## config.mk

```make
export PLATFORM = sky130hd
export DESIGN_NAME = miller_rabin_round
export DESIGN_NICKNAME = d
export VERILOG_FILES = /design/src/rtl/mrr_pkg.sv /design/src/rtl/mrr_dp.sv /design/src/rtl/mrr_ctrl.sv /design/src/rtl/miller_rabin_round.sv
export VERILOG_INCLUDE_DIRS = /design/src /design/src/rtl
export SDC_FILE = /design/constraint.sdc
export NUM_CORES = 2
export LEC_CHECK = 0
export ABC_AREA = 0
export BUFFER_PORTS_ARGS = -buffer_cell sky130_fd_sc_hd__buf_2
export CORE_ASPECT_RATIO = 0.6
export CORE_MARGIN = 3
export CORE_UTILIZATION = 33
export DETAILED_ROUTE_END_ITERATION = 10
export GPL_ROUTABILITY_DRIVEN = 0
export GPL_TIMING_DRIVEN = 0
export PLACE_DENSITY_LB_ADDON = 0.2
export SYNTH_ARGS = -nofsm -noshare
export SYNTH_HDL_FRONTEND = slang
export SYNTH_SLANG_ARGS = --single-unit
```

## constraint.sdc

```tcl
create_clock -name clk -period 12.7 [get_ports clk]
set_input_delay 1.905 -clock clk [delete_from_list [all_inputs] [get_ports clk]]
set_output_delay 1.905 -clock clk [all_outputs]
set_load 0.02 [all_outputs]
```

## src/rtl/miller_rabin_round_assert.svh

```systemverilog
// ---------------------------------------------------------------------------
// Miller-Rabin round assertion macros
// Clocked property checks; compiled out when SYNTHESIS is defined.
// ---------------------------------------------------------------------------
`ifndef MILLER_RABIN_ROUND_ASSERT_SVH
`define MILLER_RABIN_ROUND_ASSERT_SVH

`ifndef SYNTHESIS

// ante implies cons in the same cycle
`define MRR_ASSERT_SAME(label, clk, rst, ante, cons) \
  label: assert property (@(posedge clk) disable iff (rst) (ante) |-> (cons)) \
    else $error("miller_rabin_round: same-cycle check failed");

// ante implies cons in the next cycle
`define MRR_ASSERT_NEXT(label, clk, rst, ante, cons) \
  label: assert property (@(posedge clk) disable iff (rst) (ante) |=> (cons)) \
    else $error("miller_rabin_round: next-cycle check failed");

`else

`define MRR_ASSERT_SAME(label, clk, rst, ante, cons)
`define MRR_ASSERT_NEXT(label, clk, rst, ante, cons)

`endif

`endif

```

## src/rtl/mrr_pkg.sv

```systemverilog
// ---------------------------------------------------------------------------
// Miller-Rabin round package
// Widths, controller states and the command/status bundles.
// ---------------------------------------------------------------------------
package mrr_pkg;

  localparam int FIELD_W = 63;
  localparam int WIDTH   = 63;
  localparam int CW      = $clog2(WIDTH);

  typedef logic [WIDTH-1:0] val_t;
  typedef logic [CW-1:0]    cnt_t;

  typedef enum logic [3:0] {
    S_IDLE,
    S_CHECK,
    S_REDUCE,
    S_SPLIT,
    S_POW_TEST,
    S_MUL_R,
    S_MUL_B,
    S_SQ_TEST,
    S_MUL_S,
    S_DONE
  } state_t;

  // multiplier operand selection
  typedef enum logic [1:0] {
    MUL_RB,   // result * base
    MUL_BB,   // base * base
    MUL_XX    // result * result
  } mul_sel_t;

  typedef struct packed {
    logic     load;
    logic     red_step;
    logic     split_step;
    logic     mul_start;
    mul_sel_t mul_sel;
    logic     mul_step;
    logic     wr_result;
    logic     wr_base;
    logic     e_shift;
    logic     wr_sq;
    logic     set_verdict;
    logic     verdict_val;
    logic     out_load;
  } cmd_t;

  typedef struct packed {
    logic is_two;
    logic bad;
    logic red_last;
    logic d_odd;
    logic mul_done;
    logic e_zero;
    logic e_lsb;
    logic k_zero;
    logic res_one;
    logic nontrivial;
  } stat_t;

endpackage

```

## src/rtl/mrr_dp.sv

```systemverilog
// ---------------------------------------------------------------------------
// Miller-Rabin round datapath
// Operand registers, bit-serial witness reduction, exponent split and a
// shift-add modular multiplier that retires one multiplier bit per cycle.
// ---------------------------------------------------------------------------
module mrr_dp (
  input  logic                            clk,
  input  logic [mrr_pkg::FIELD_W-1:0]     candidate,
  input  logic [mrr_pkg::FIELD_W-1:0]     witness,
  input  mrr_pkg::cmd_t                   cmd,
  output mrr_pkg::stat_t                  stat,
  output logic                            probably_prime
);

  mrr_pkg::val_t n;
  mrr_pkg::val_t nm1;
  mrr_pkg::val_t wit;
  mrr_pkg::val_t base;
  mrr_pkg::val_t e;
  mrr_pkg::val_t result;
  mrr_pkg::val_t acc;
  mrr_pkg::val_t addend;
  mrr_pkg::val_t y;
  mrr_pkg::cnt_t k;
  mrr_pkg::cnt_t red_cnt;
  logic          verdict;

  logic [mrr_pkg::WIDTH:0] n_ext;
  logic [mrr_pkg::WIDTH:0] red_shift;
  mrr_pkg::val_t           red_next;
  logic [mrr_pkg::WIDTH:0] sum;
  mrr_pkg::val_t           acc_next;
  logic [mrr_pkg::WIDTH:0] dbl;
  mrr_pkg::val_t           addend_next;
  mrr_pkg::val_t           op_a;
  mrr_pkg::val_t           op_b;

  assign n_ext = {1'b0, n};

  // witness mod n, one witness bit per cycle, MSB first
  assign red_shift = {base, wit[mrr_pkg::WIDTH-1]};
  always_comb begin
    if (red_shift >= n_ext) begin
      red_next = mrr_pkg::WIDTH'(red_shift - n_ext);
    end else begin
      red_next = red_shift[mrr_pkg::WIDTH-1:0];
    end
  end

  // one shift-add step of the modular multiplier
  assign sum = {1'b0, acc} + {1'b0, addend};
  assign dbl = {addend, 1'b0};
  always_comb begin
    acc_next = acc;
    if (y[0]) begin
      if (sum >= n_ext) begin
        acc_next = mrr_pkg::WIDTH'(sum - n_ext);
      end else begin
        acc_next = sum[mrr_pkg::WIDTH-1:0];
      end
    end
    if (dbl >= n_ext) begin
      addend_next = mrr_pkg::WIDTH'(dbl - n_ext);
    end else begin
      addend_next = dbl[mrr_pkg::WIDTH-1:0];
    end
  end

  always_comb begin
    unique case (cmd.mul_sel)
      mrr_pkg::MUL_RB: begin
        op_a = result;
        op_b = base;
      end
      mrr_pkg::MUL_BB: begin
        op_a = base;
        op_b = base;
      end
      mrr_pkg::MUL_XX: begin
        op_a = result;
        op_b = result;
      end
      default: begin
        op_a = result;
        op_b = result;
      end
    endcase
  end

  always_ff @(posedge clk) begin
    if (cmd.load) begin
      n       <= candidate[mrr_pkg::WIDTH-1:0];
      nm1     <= candidate[mrr_pkg::WIDTH-1:0] - mrr_pkg::WIDTH'(1);
      e       <= candidate[mrr_pkg::WIDTH-1:0] - mrr_pkg::WIDTH'(1);
      wit     <= witness[mrr_pkg::WIDTH-1:0];
      base    <= '0;
      result  <= mrr_pkg::WIDTH'(1);
      k       <= '0;
      red_cnt <= mrr_pkg::CW'(mrr_pkg::WIDTH - 1);
    end
    if (cmd.red_step) begin
      base    <= red_next;
      wit     <= {wit[mrr_pkg::WIDTH-2:0], 1'b0};
      red_cnt <= red_cnt - mrr_pkg::CW'(1);
    end
    if (cmd.split_step) begin
      e <= {1'b0, e[mrr_pkg::WIDTH-1:1]};
      k <= k + mrr_pkg::CW'(1);
    end
    if (cmd.mul_start) begin
      acc    <= '0;
      addend <= op_a;
      y      <= op_b;
    end else if (cmd.mul_step) begin
      acc    <= acc_next;
      addend <= addend_next;
      y      <= {1'b0, y[mrr_pkg::WIDTH-1:1]};
    end
    if (cmd.wr_result) begin
      result <= acc;
    end
    if (cmd.wr_base) begin
      base <= acc;
    end
    if (cmd.e_shift) begin
      e <= {1'b0, e[mrr_pkg::WIDTH-1:1]};
    end
    if (cmd.wr_sq) begin
      result <= acc;
      k      <= k - mrr_pkg::CW'(1);
    end
    if (cmd.set_verdict) begin
      verdict <= cmd.verdict_val;
    end
    if (cmd.out_load) begin
      probably_prime <= verdict;
    end
  end

  assign stat.is_two     = (n == mrr_pkg::WIDTH'(2));
  assign stat.bad        = (n[mrr_pkg::WIDTH-1:1] == '0) || !n[0];
  assign stat.red_last   = (red_cnt == '0);
  assign stat.d_odd      = e[0];
  assign stat.mul_done   = (y == '0);
  assign stat.e_zero     = (e == '0);
  assign stat.e_lsb      = e[0];
  assign stat.k_zero     = (k == '0);
  assign stat.res_one    = (result == mrr_pkg::WIDTH'(1));
  assign stat.nontrivial = (acc == mrr_pkg::WIDTH'(1)) &&
                           (result != mrr_pkg::WIDTH'(1)) && (result != nm1);

endmodule

```

## src/rtl/mrr_ctrl.sv

```systemverilog
// ---------------------------------------------------------------------------
// Miller-Rabin round controller
// Sequences special-case check, reduction, exponent split, modular power,
// the squaring chain and the result handoff.
// ---------------------------------------------------------------------------
module mrr_ctrl (
  input  logic           clk,
  input  logic           rst,
  input  logic           in_valid,
  output logic           in_stall,
  output logic           out_valid,
  input  logic           out_stall,
  input  mrr_pkg::stat_t stat,
  output mrr_pkg::cmd_t  cmd
);

  mrr_pkg::state_t state;
  mrr_pkg::state_t state_next;
  logic            out_valid_next;
  logic            slot_free;

  assign slot_free = !out_valid || !out_stall;

  always_ff @(posedge clk) begin
    if (rst) begin
      state     <= mrr_pkg::S_IDLE;
      out_valid <= 1'b0;
    end else begin
      state     <= state_next;
      out_valid <= out_valid_next;
    end
  end

  always_comb begin
    out_valid_next = out_valid && out_stall;
    if (cmd.out_load) begin
      out_valid_next = 1'b1;
    end
  end

  always_comb begin
    state_next = state;
    unique case (state)
      mrr_pkg::S_IDLE: begin
        if (in_valid) state_next = mrr_pkg::S_CHECK;
      end
      mrr_pkg::S_CHECK: begin
        if (stat.is_two || stat.bad) begin
          state_next = mrr_pkg::S_DONE;
        end else begin
          state_next = mrr_pkg::S_REDUCE;
        end
      end
      mrr_pkg::S_REDUCE: begin
        if (stat.red_last) state_next = mrr_pkg::S_SPLIT;
      end
      mrr_pkg::S_SPLIT: begin
        if (stat.d_odd) state_next = mrr_pkg::S_POW_TEST;
      end
      mrr_pkg::S_POW_TEST: begin
        if (stat.e_zero) begin
          state_next = mrr_pkg::S_SQ_TEST;
        end else if (stat.e_lsb) begin
          state_next = mrr_pkg::S_MUL_R;
        end else begin
          state_next = mrr_pkg::S_MUL_B;
        end
      end
      mrr_pkg::S_MUL_R: begin
        if (stat.mul_done) state_next = mrr_pkg::S_MUL_B;
      end
      mrr_pkg::S_MUL_B: begin
        if (stat.mul_done) state_next = mrr_pkg::S_POW_TEST;
      end
      mrr_pkg::S_SQ_TEST: begin
        if (stat.k_zero) begin
          state_next = mrr_pkg::S_DONE;
        end else begin
          state_next = mrr_pkg::S_MUL_S;
        end
      end
      mrr_pkg::S_MUL_S: begin
        if (stat.mul_done) begin
          if (stat.nontrivial) begin
            state_next = mrr_pkg::S_DONE;
          end else begin
            state_next = mrr_pkg::S_SQ_TEST;
          end
        end
      end
      mrr_pkg::S_DONE: begin
        if (slot_free) state_next = mrr_pkg::S_IDLE;
      end
      default: state_next = mrr_pkg::S_IDLE;
    endcase
  end

  assign in_stall = (state != mrr_pkg::S_IDLE);

  always_comb begin
    cmd         = '0;
    cmd.mul_sel = mrr_pkg::MUL_RB;
    unique case (state)
      mrr_pkg::S_IDLE: begin
        cmd.load = in_valid;
      end
      mrr_pkg::S_CHECK: begin
        if (stat.is_two) begin
          cmd.set_verdict = 1'b1;
          cmd.verdict_val = 1'b1;
        end else if (stat.bad) begin
          cmd.set_verdict = 1'b1;
        end
      end
      mrr_pkg::S_REDUCE: begin
        cmd.red_step = 1'b1;
      end
      mrr_pkg::S_SPLIT: begin
        cmd.split_step = !stat.d_odd;
      end
      mrr_pkg::S_POW_TEST: begin
        if (!stat.e_zero) begin
          cmd.mul_start = 1'b1;
          cmd.mul_sel   = stat.e_lsb ? mrr_pkg::MUL_RB : mrr_pkg::MUL_BB;
        end
      end
      mrr_pkg::S_MUL_R: begin
        if (!stat.mul_done) begin
          cmd.mul_step = 1'b1;
        end else begin
          cmd.wr_result = 1'b1;
          cmd.mul_start = 1'b1;
          cmd.mul_sel   = mrr_pkg::MUL_BB;
        end
      end
      mrr_pkg::S_MUL_B: begin
        if (!stat.mul_done) begin
          cmd.mul_step = 1'b1;
        end else begin
          cmd.wr_base = 1'b1;
          cmd.e_shift = 1'b1;
        end
      end
      mrr_pkg::S_SQ_TEST: begin
        if (stat.k_zero) begin
          cmd.set_verdict = 1'b1;
          cmd.verdict_val = stat.res_one;
        end else begin
          cmd.mul_start = 1'b1;
          cmd.mul_sel   = mrr_pkg::MUL_XX;
        end
      end
      mrr_pkg::S_MUL_S: begin
        if (!stat.mul_done) begin
          cmd.mul_step = 1'b1;
        end else if (stat.nontrivial) begin
          cmd.set_verdict = 1'b1;
        end else begin
          cmd.wr_sq = 1'b1;
        end
      end
      mrr_pkg::S_DONE: begin
        cmd.out_load = slot_free;
      end
      default: ;
    endcase
  end

endmodule

```

## src/rtl/miller_rabin_round.sv

```systemverilog
// ---------------------------------------------------------------------------
// Miller-Rabin round
// One round of the Miller-Rabin probable-prime test on a candidate/witness.
// ---------------------------------------------------------------------------
// Input channel: in_valid/in_stall with candidate and witness; one item is
// taken whenever the block is idle. Output channel: out_valid/out_stall with
// probably_prime, one item per input item, held in an output register.
// Candidate 2, below 2 or even: the verdict is set in the check state.
// Otherwise the item passes check, reduction and split, the split shifting
// once per trailing zero of n-1, then per bit of d a test state plus one
// or two modular multiplications, and per squaring a test state plus one.
// Each multiplication steps once per significant bit of its multiplier
// operand: the shift-add multiplier retires one bit per cycle.
// One item is in work at a time; a new item is taken while the previous
// result still waits in the output register, and a finished result waits
// in the controller until that register is free.
// A stalled output holds its value. Reset clears the controller and drops
// any item in work or waiting.
// ---------------------------------------------------------------------------
`include "miller_rabin_round_assert.svh"

module miller_rabin_round (
  input  logic                        clk,
  input  logic                        rst,
  input  logic                        in_valid,
  output logic                        in_stall,
  input  logic [mrr_pkg::FIELD_W-1:0] candidate,
  input  logic [mrr_pkg::FIELD_W-1:0] witness,
  output logic                        out_valid,
  input  logic                        out_stall,
  output logic                        probably_prime
);

  mrr_pkg::cmd_t  cmd;
  mrr_pkg::stat_t stat;

  mrr_ctrl u_ctrl (
    .clk       (clk),
    .rst       (rst),
    .in_valid  (in_valid),
    .in_stall  (in_stall),
    .out_valid (out_valid),
    .out_stall (out_stall),
    .stat      (stat),
    .cmd       (cmd)
  );

  mrr_dp u_dp (
    .clk            (clk),
    .candidate      (candidate),
    .witness        (witness),
    .cmd            (cmd),
    .stat           (stat),
    .probably_prime (probably_prime)
  );

  `MRR_ASSERT_NEXT(a_busy_after_accept, clk, rst, in_valid && !in_stall, in_stall)
  `MRR_ASSERT_SAME(a_no_overwrite, clk, rst, cmd.out_load, !out_valid || !out_stall)
  `MRR_ASSERT_NEXT(a_idle_after_deliver, clk, rst, cmd.out_load, !in_stall && out_valid)

endmodule

```

==> summary.md <==
| Metric | Value |
|---|---|
| Status | `finished, violations left` |
| Failing checks | `capacitance limit, slew limit` |
| Pre-CTS setup slack | `3960 ps` |
| Share of layout cells above drive strength 1 | `0.0639` |
| Grt total ovfl | `0` |
| Slew headroom | `-0.0125` |
| Minimum clock period | `9420 ps` |
| Global-route wire length before repair | `263000 µm` |
| Buffers added on ports | `132` |
| Vias | `39500` |
| Required time worst endpoint | `13200 ps` |
| Post-DR wirelength/cell | `29.0 µm` |
| Largest family of logic cells by synthesized area | `compound AO/OA/AOI/OAI gates` |
| Layout Cells excl Fill | `between 6000 and 7000` |
| Core Area | `127000 µm²` |
| Syn. warnings | `0` |
| Syn avg cell area | `9.22 µm²` |
| Die area | `approximately 130000 µm²` |
| Crit path max-delay cell type | `a2111oi_0` |
| RSZ-0062 raised after global routing | `false` |
| Die Y | `284 µm` |
| CTS tree | `built` |
| CTS H-Tree Depth | `2` |
| Main synth FF type | `edfxtp_1` |
| Largest net degree at the start of global routing | `136` |
| Clock Path Buffers | `3` |
| Resize count post-CTS | `0` |
| Crit. End Element | `flop` |
| Register area share after synthesis | `0.398` |
| Setup Crit Path Kind | `flop to flop` |
| Num ports | `133` |
| Initial antenna violation count | `16` |
| Library cells used by synthesis | `93` |
| DRT Pass-1 Iters | `6` |
| Reg clk slew, reported paths | `70 ps` |
| FP Rows | `101` |
| Post-synth EDFFs | `516` |
| Synth-to-Final Area Change | `12.1%` |
| Final Hold Viols | `0` |
| Final setup fails | `0` |
| Portion of netlist area occupied by mux cells | `0.0410` |
| Post-Synthesis Cells | `4598` |
| Final period util | `0.741` |
| Synth Area in XOR/XNOR | `0.0727` |
| Max Clk Rate | `roughly 0.11 GHz` |
| Synth Register Bits | `about 590` |
| TritonCTS buffer count | `between 50 and 60` |
| Critical path's largest stage delay | `1110 ps` |
| Critical path fanouts, max | `10` |
| Post-Synth Simple-Gate Area | `0.168` |
| HPWL after detailed placement | `157000 µm` |
| CTS root buf | `clkbuf_16` |
| Mapped Area | `around 42000 µm²` |
| Least-Margin Pin Slew | `approximately 1500 ps` |
| GRT Util Overall | `0.276` |
| Via density per instance | `6.02` |
| DRT iter0 DRCs | `5807` |
| Syn Nets | `4989` |
| Cts hold-fix bufs | `0` |
| Clock sinks | `586` |
| Post-Route WL | `190000 µm` |
| Clk_skew | `39.6 ps` |
| Final nets | `approximately 5200` |
| Critical Path AT | `9910 ps` |
| Synth Area in Compound Gates | `0.208` |
| Detail Route Antenna Nets | `0` |
| Hold Path Class | `flop to flop` |
| Skew-Pair Late Insertion Delay | `690 ps` |
| DR DRC count | `0` |
| Synth Area in Adders | `0.0777` |
| CP Cell Sequence | `ha_1 > fa_1 > a21oi_1 > o221ai_1 > a2111oi_0 > o211ai_1 > nand4_1 > nor2_1 > a2111oi_0 > o41ai_1 > xor2_1 > ha_1 > clkbuf_1 > nand3_1 > nand3_1 > o31ai_1 > o211ai_1 > a2111oi_0 > a21oi_1 > a211o_1 > clkbuf_1 > clkbuf_1 > o211ai_1 > a21oi_1` |
| Final WS setup | `between 3000 and 4000 ps` |
| Crit start category | `flop` |
| Die W | `469 µm` |
| Final slew viol count | `11` |
| Post-synth ARST share | `0` |
| Vias in the first global route | `34900` |
| Max-cap violations | `1` |
| Initial Util | `0.334` |
| Post-CTS Setup Bufs | `0` |
| Placed Cells | `about 6400` |
layout make-up:
| class | count | area, µm² |
|---|---|---|
| Multi-Input combinational cell | 3636 | 24100 |
| Inverter | 128 | 480 |
| Tap cell | 1699 | 2130 |
| Fill cell | 12900 | 79500 |
| Sequential cell | 586 | 16900 |
| Antenna cell | 11 | 27.5 |
| Clock buffer | 65 | 1500 |
| Timing Repair Buffer | 144 | 915 |
| Buffer | 248 | 967 |
| Clock inverter | 47 | 520 |
cell families after synthesis:
kind of cell               count (synthesis)
DFF                                      586
muxes                                    173
AOI/OAI and AO/OA                       1383
and+or+nand+nor                         1468
adders and majority gates                261
xor gates and xnor gates                 351
buffers and inverters                    376
metal layers:
metal | part of all wire | GRT usage | wire length [µm] | vias up
li1 | - | - | - | 17700
met1 | 0.48 | 0.449 | 91400 | 19200
met2 | 0.32 | 0.295 | 60800 | 2479
met3 | 0.19 | 0.156 | 35400 | 160
met4 | 0.014 | 0.0395 | 2740 | 4
met5 | 0.00016 | 0 | 30 | -
metrics by stage:
| stage | hold slack, ps | TNS (ps) | utilization | area, µm² |
|---|---|---|---|---|
| after detailed placement | 453 | 0 | 0.358 | 45500 |
| final | 462 | 0 | 0.374 | 47500 |
| after global routing | 477 | 0 | 0.374 | 47500 |
| after global placement | 444 | -566960 | 0.356 | 45200 |
| after floorplan | 400 | 0 | - | 42400 |
| after CTS | 461 | 0 | 0.374 | 47500 |
synthesized netlist by cell type, types with 112 or more instances:
library cell	instances	area (µm²)
edfxtp_1	516	15500
a21oi_1	395	1980
xor2_1	203	1780
o21ai_0	296	1480
inv_1	128	480
ha_1	257	3220
nand2_1	557	2090
clkbuf_1	237	890
a21o_1	140	1050
mux2i_1	167	1670
xnor2_1	147	1290
nor2_1	272	1020
nor4_1	112	701
worst max-delay path, delay by kind of cell, from the launching register on:
family	cells	cell delay (ps)
AOI/OAI and AO/OA	13	5700
xor gates and xnor gates	1	260
adders and majority gates	3	1030
buffers and inverters	3	1030
DFF	1	520
and+or+nand+nor	4	650
placed cells by master (no fill, tap or decap), types with 95 or more instances in the layout:
master	instances
nand4_1	95
edfxtp_1	516
a211oi_1	99
inv_1	128
a21o_1	140
mux2i_1	167
buf_2	136
clkbuf_1	242
o21ai_0	295
nand2_1	555
ha_1	257
nor4_1	112
a21oi_1	394
xor2_1	203
xnor2_1	147
nor2_1	271
state kept, by name (all words and copies together), names as in the netlist, 4 cells and up:
name and cells:
u_dp.nm1 63, u_dp.red_cnt 6, u_dp.n 63, u_dp.addend 63
u_dp.y 63, u_dp.e 63, u_dp.wit 63, u_dp.k 6
u_dp.result 63, u_dp.base 63, u_dp.acc 63, u_ctrl.state 4
worst paths after layout:
path / start / to / slack, ps / cells after the start
max: u_dp.addend[0]$_DFFE_PP_ / u_dp.acc[13]$_SDFFE_PP0P_ / 3280 / 24
min: u_dp.wit[0]$_SDFFE_PP0P_ / u_dp.wit[0]$_SDFFE_PP0P_ / 460 / 2
max reg2reg: u_dp.addend[0]$_DFFE_PP_ / u_dp.acc[13]$_SDFFE_PP0P_ / 3280 / 24
min reg2reg: u_dp.wit[0]$_SDFFE_PP0P_ / u_dp.wit[0]$_SDFFE_PP0P_ / 460 / 2
Power is not shown: default switching activity piles up to over one toggle a cycle in this logic, so the estimate is an artifact.
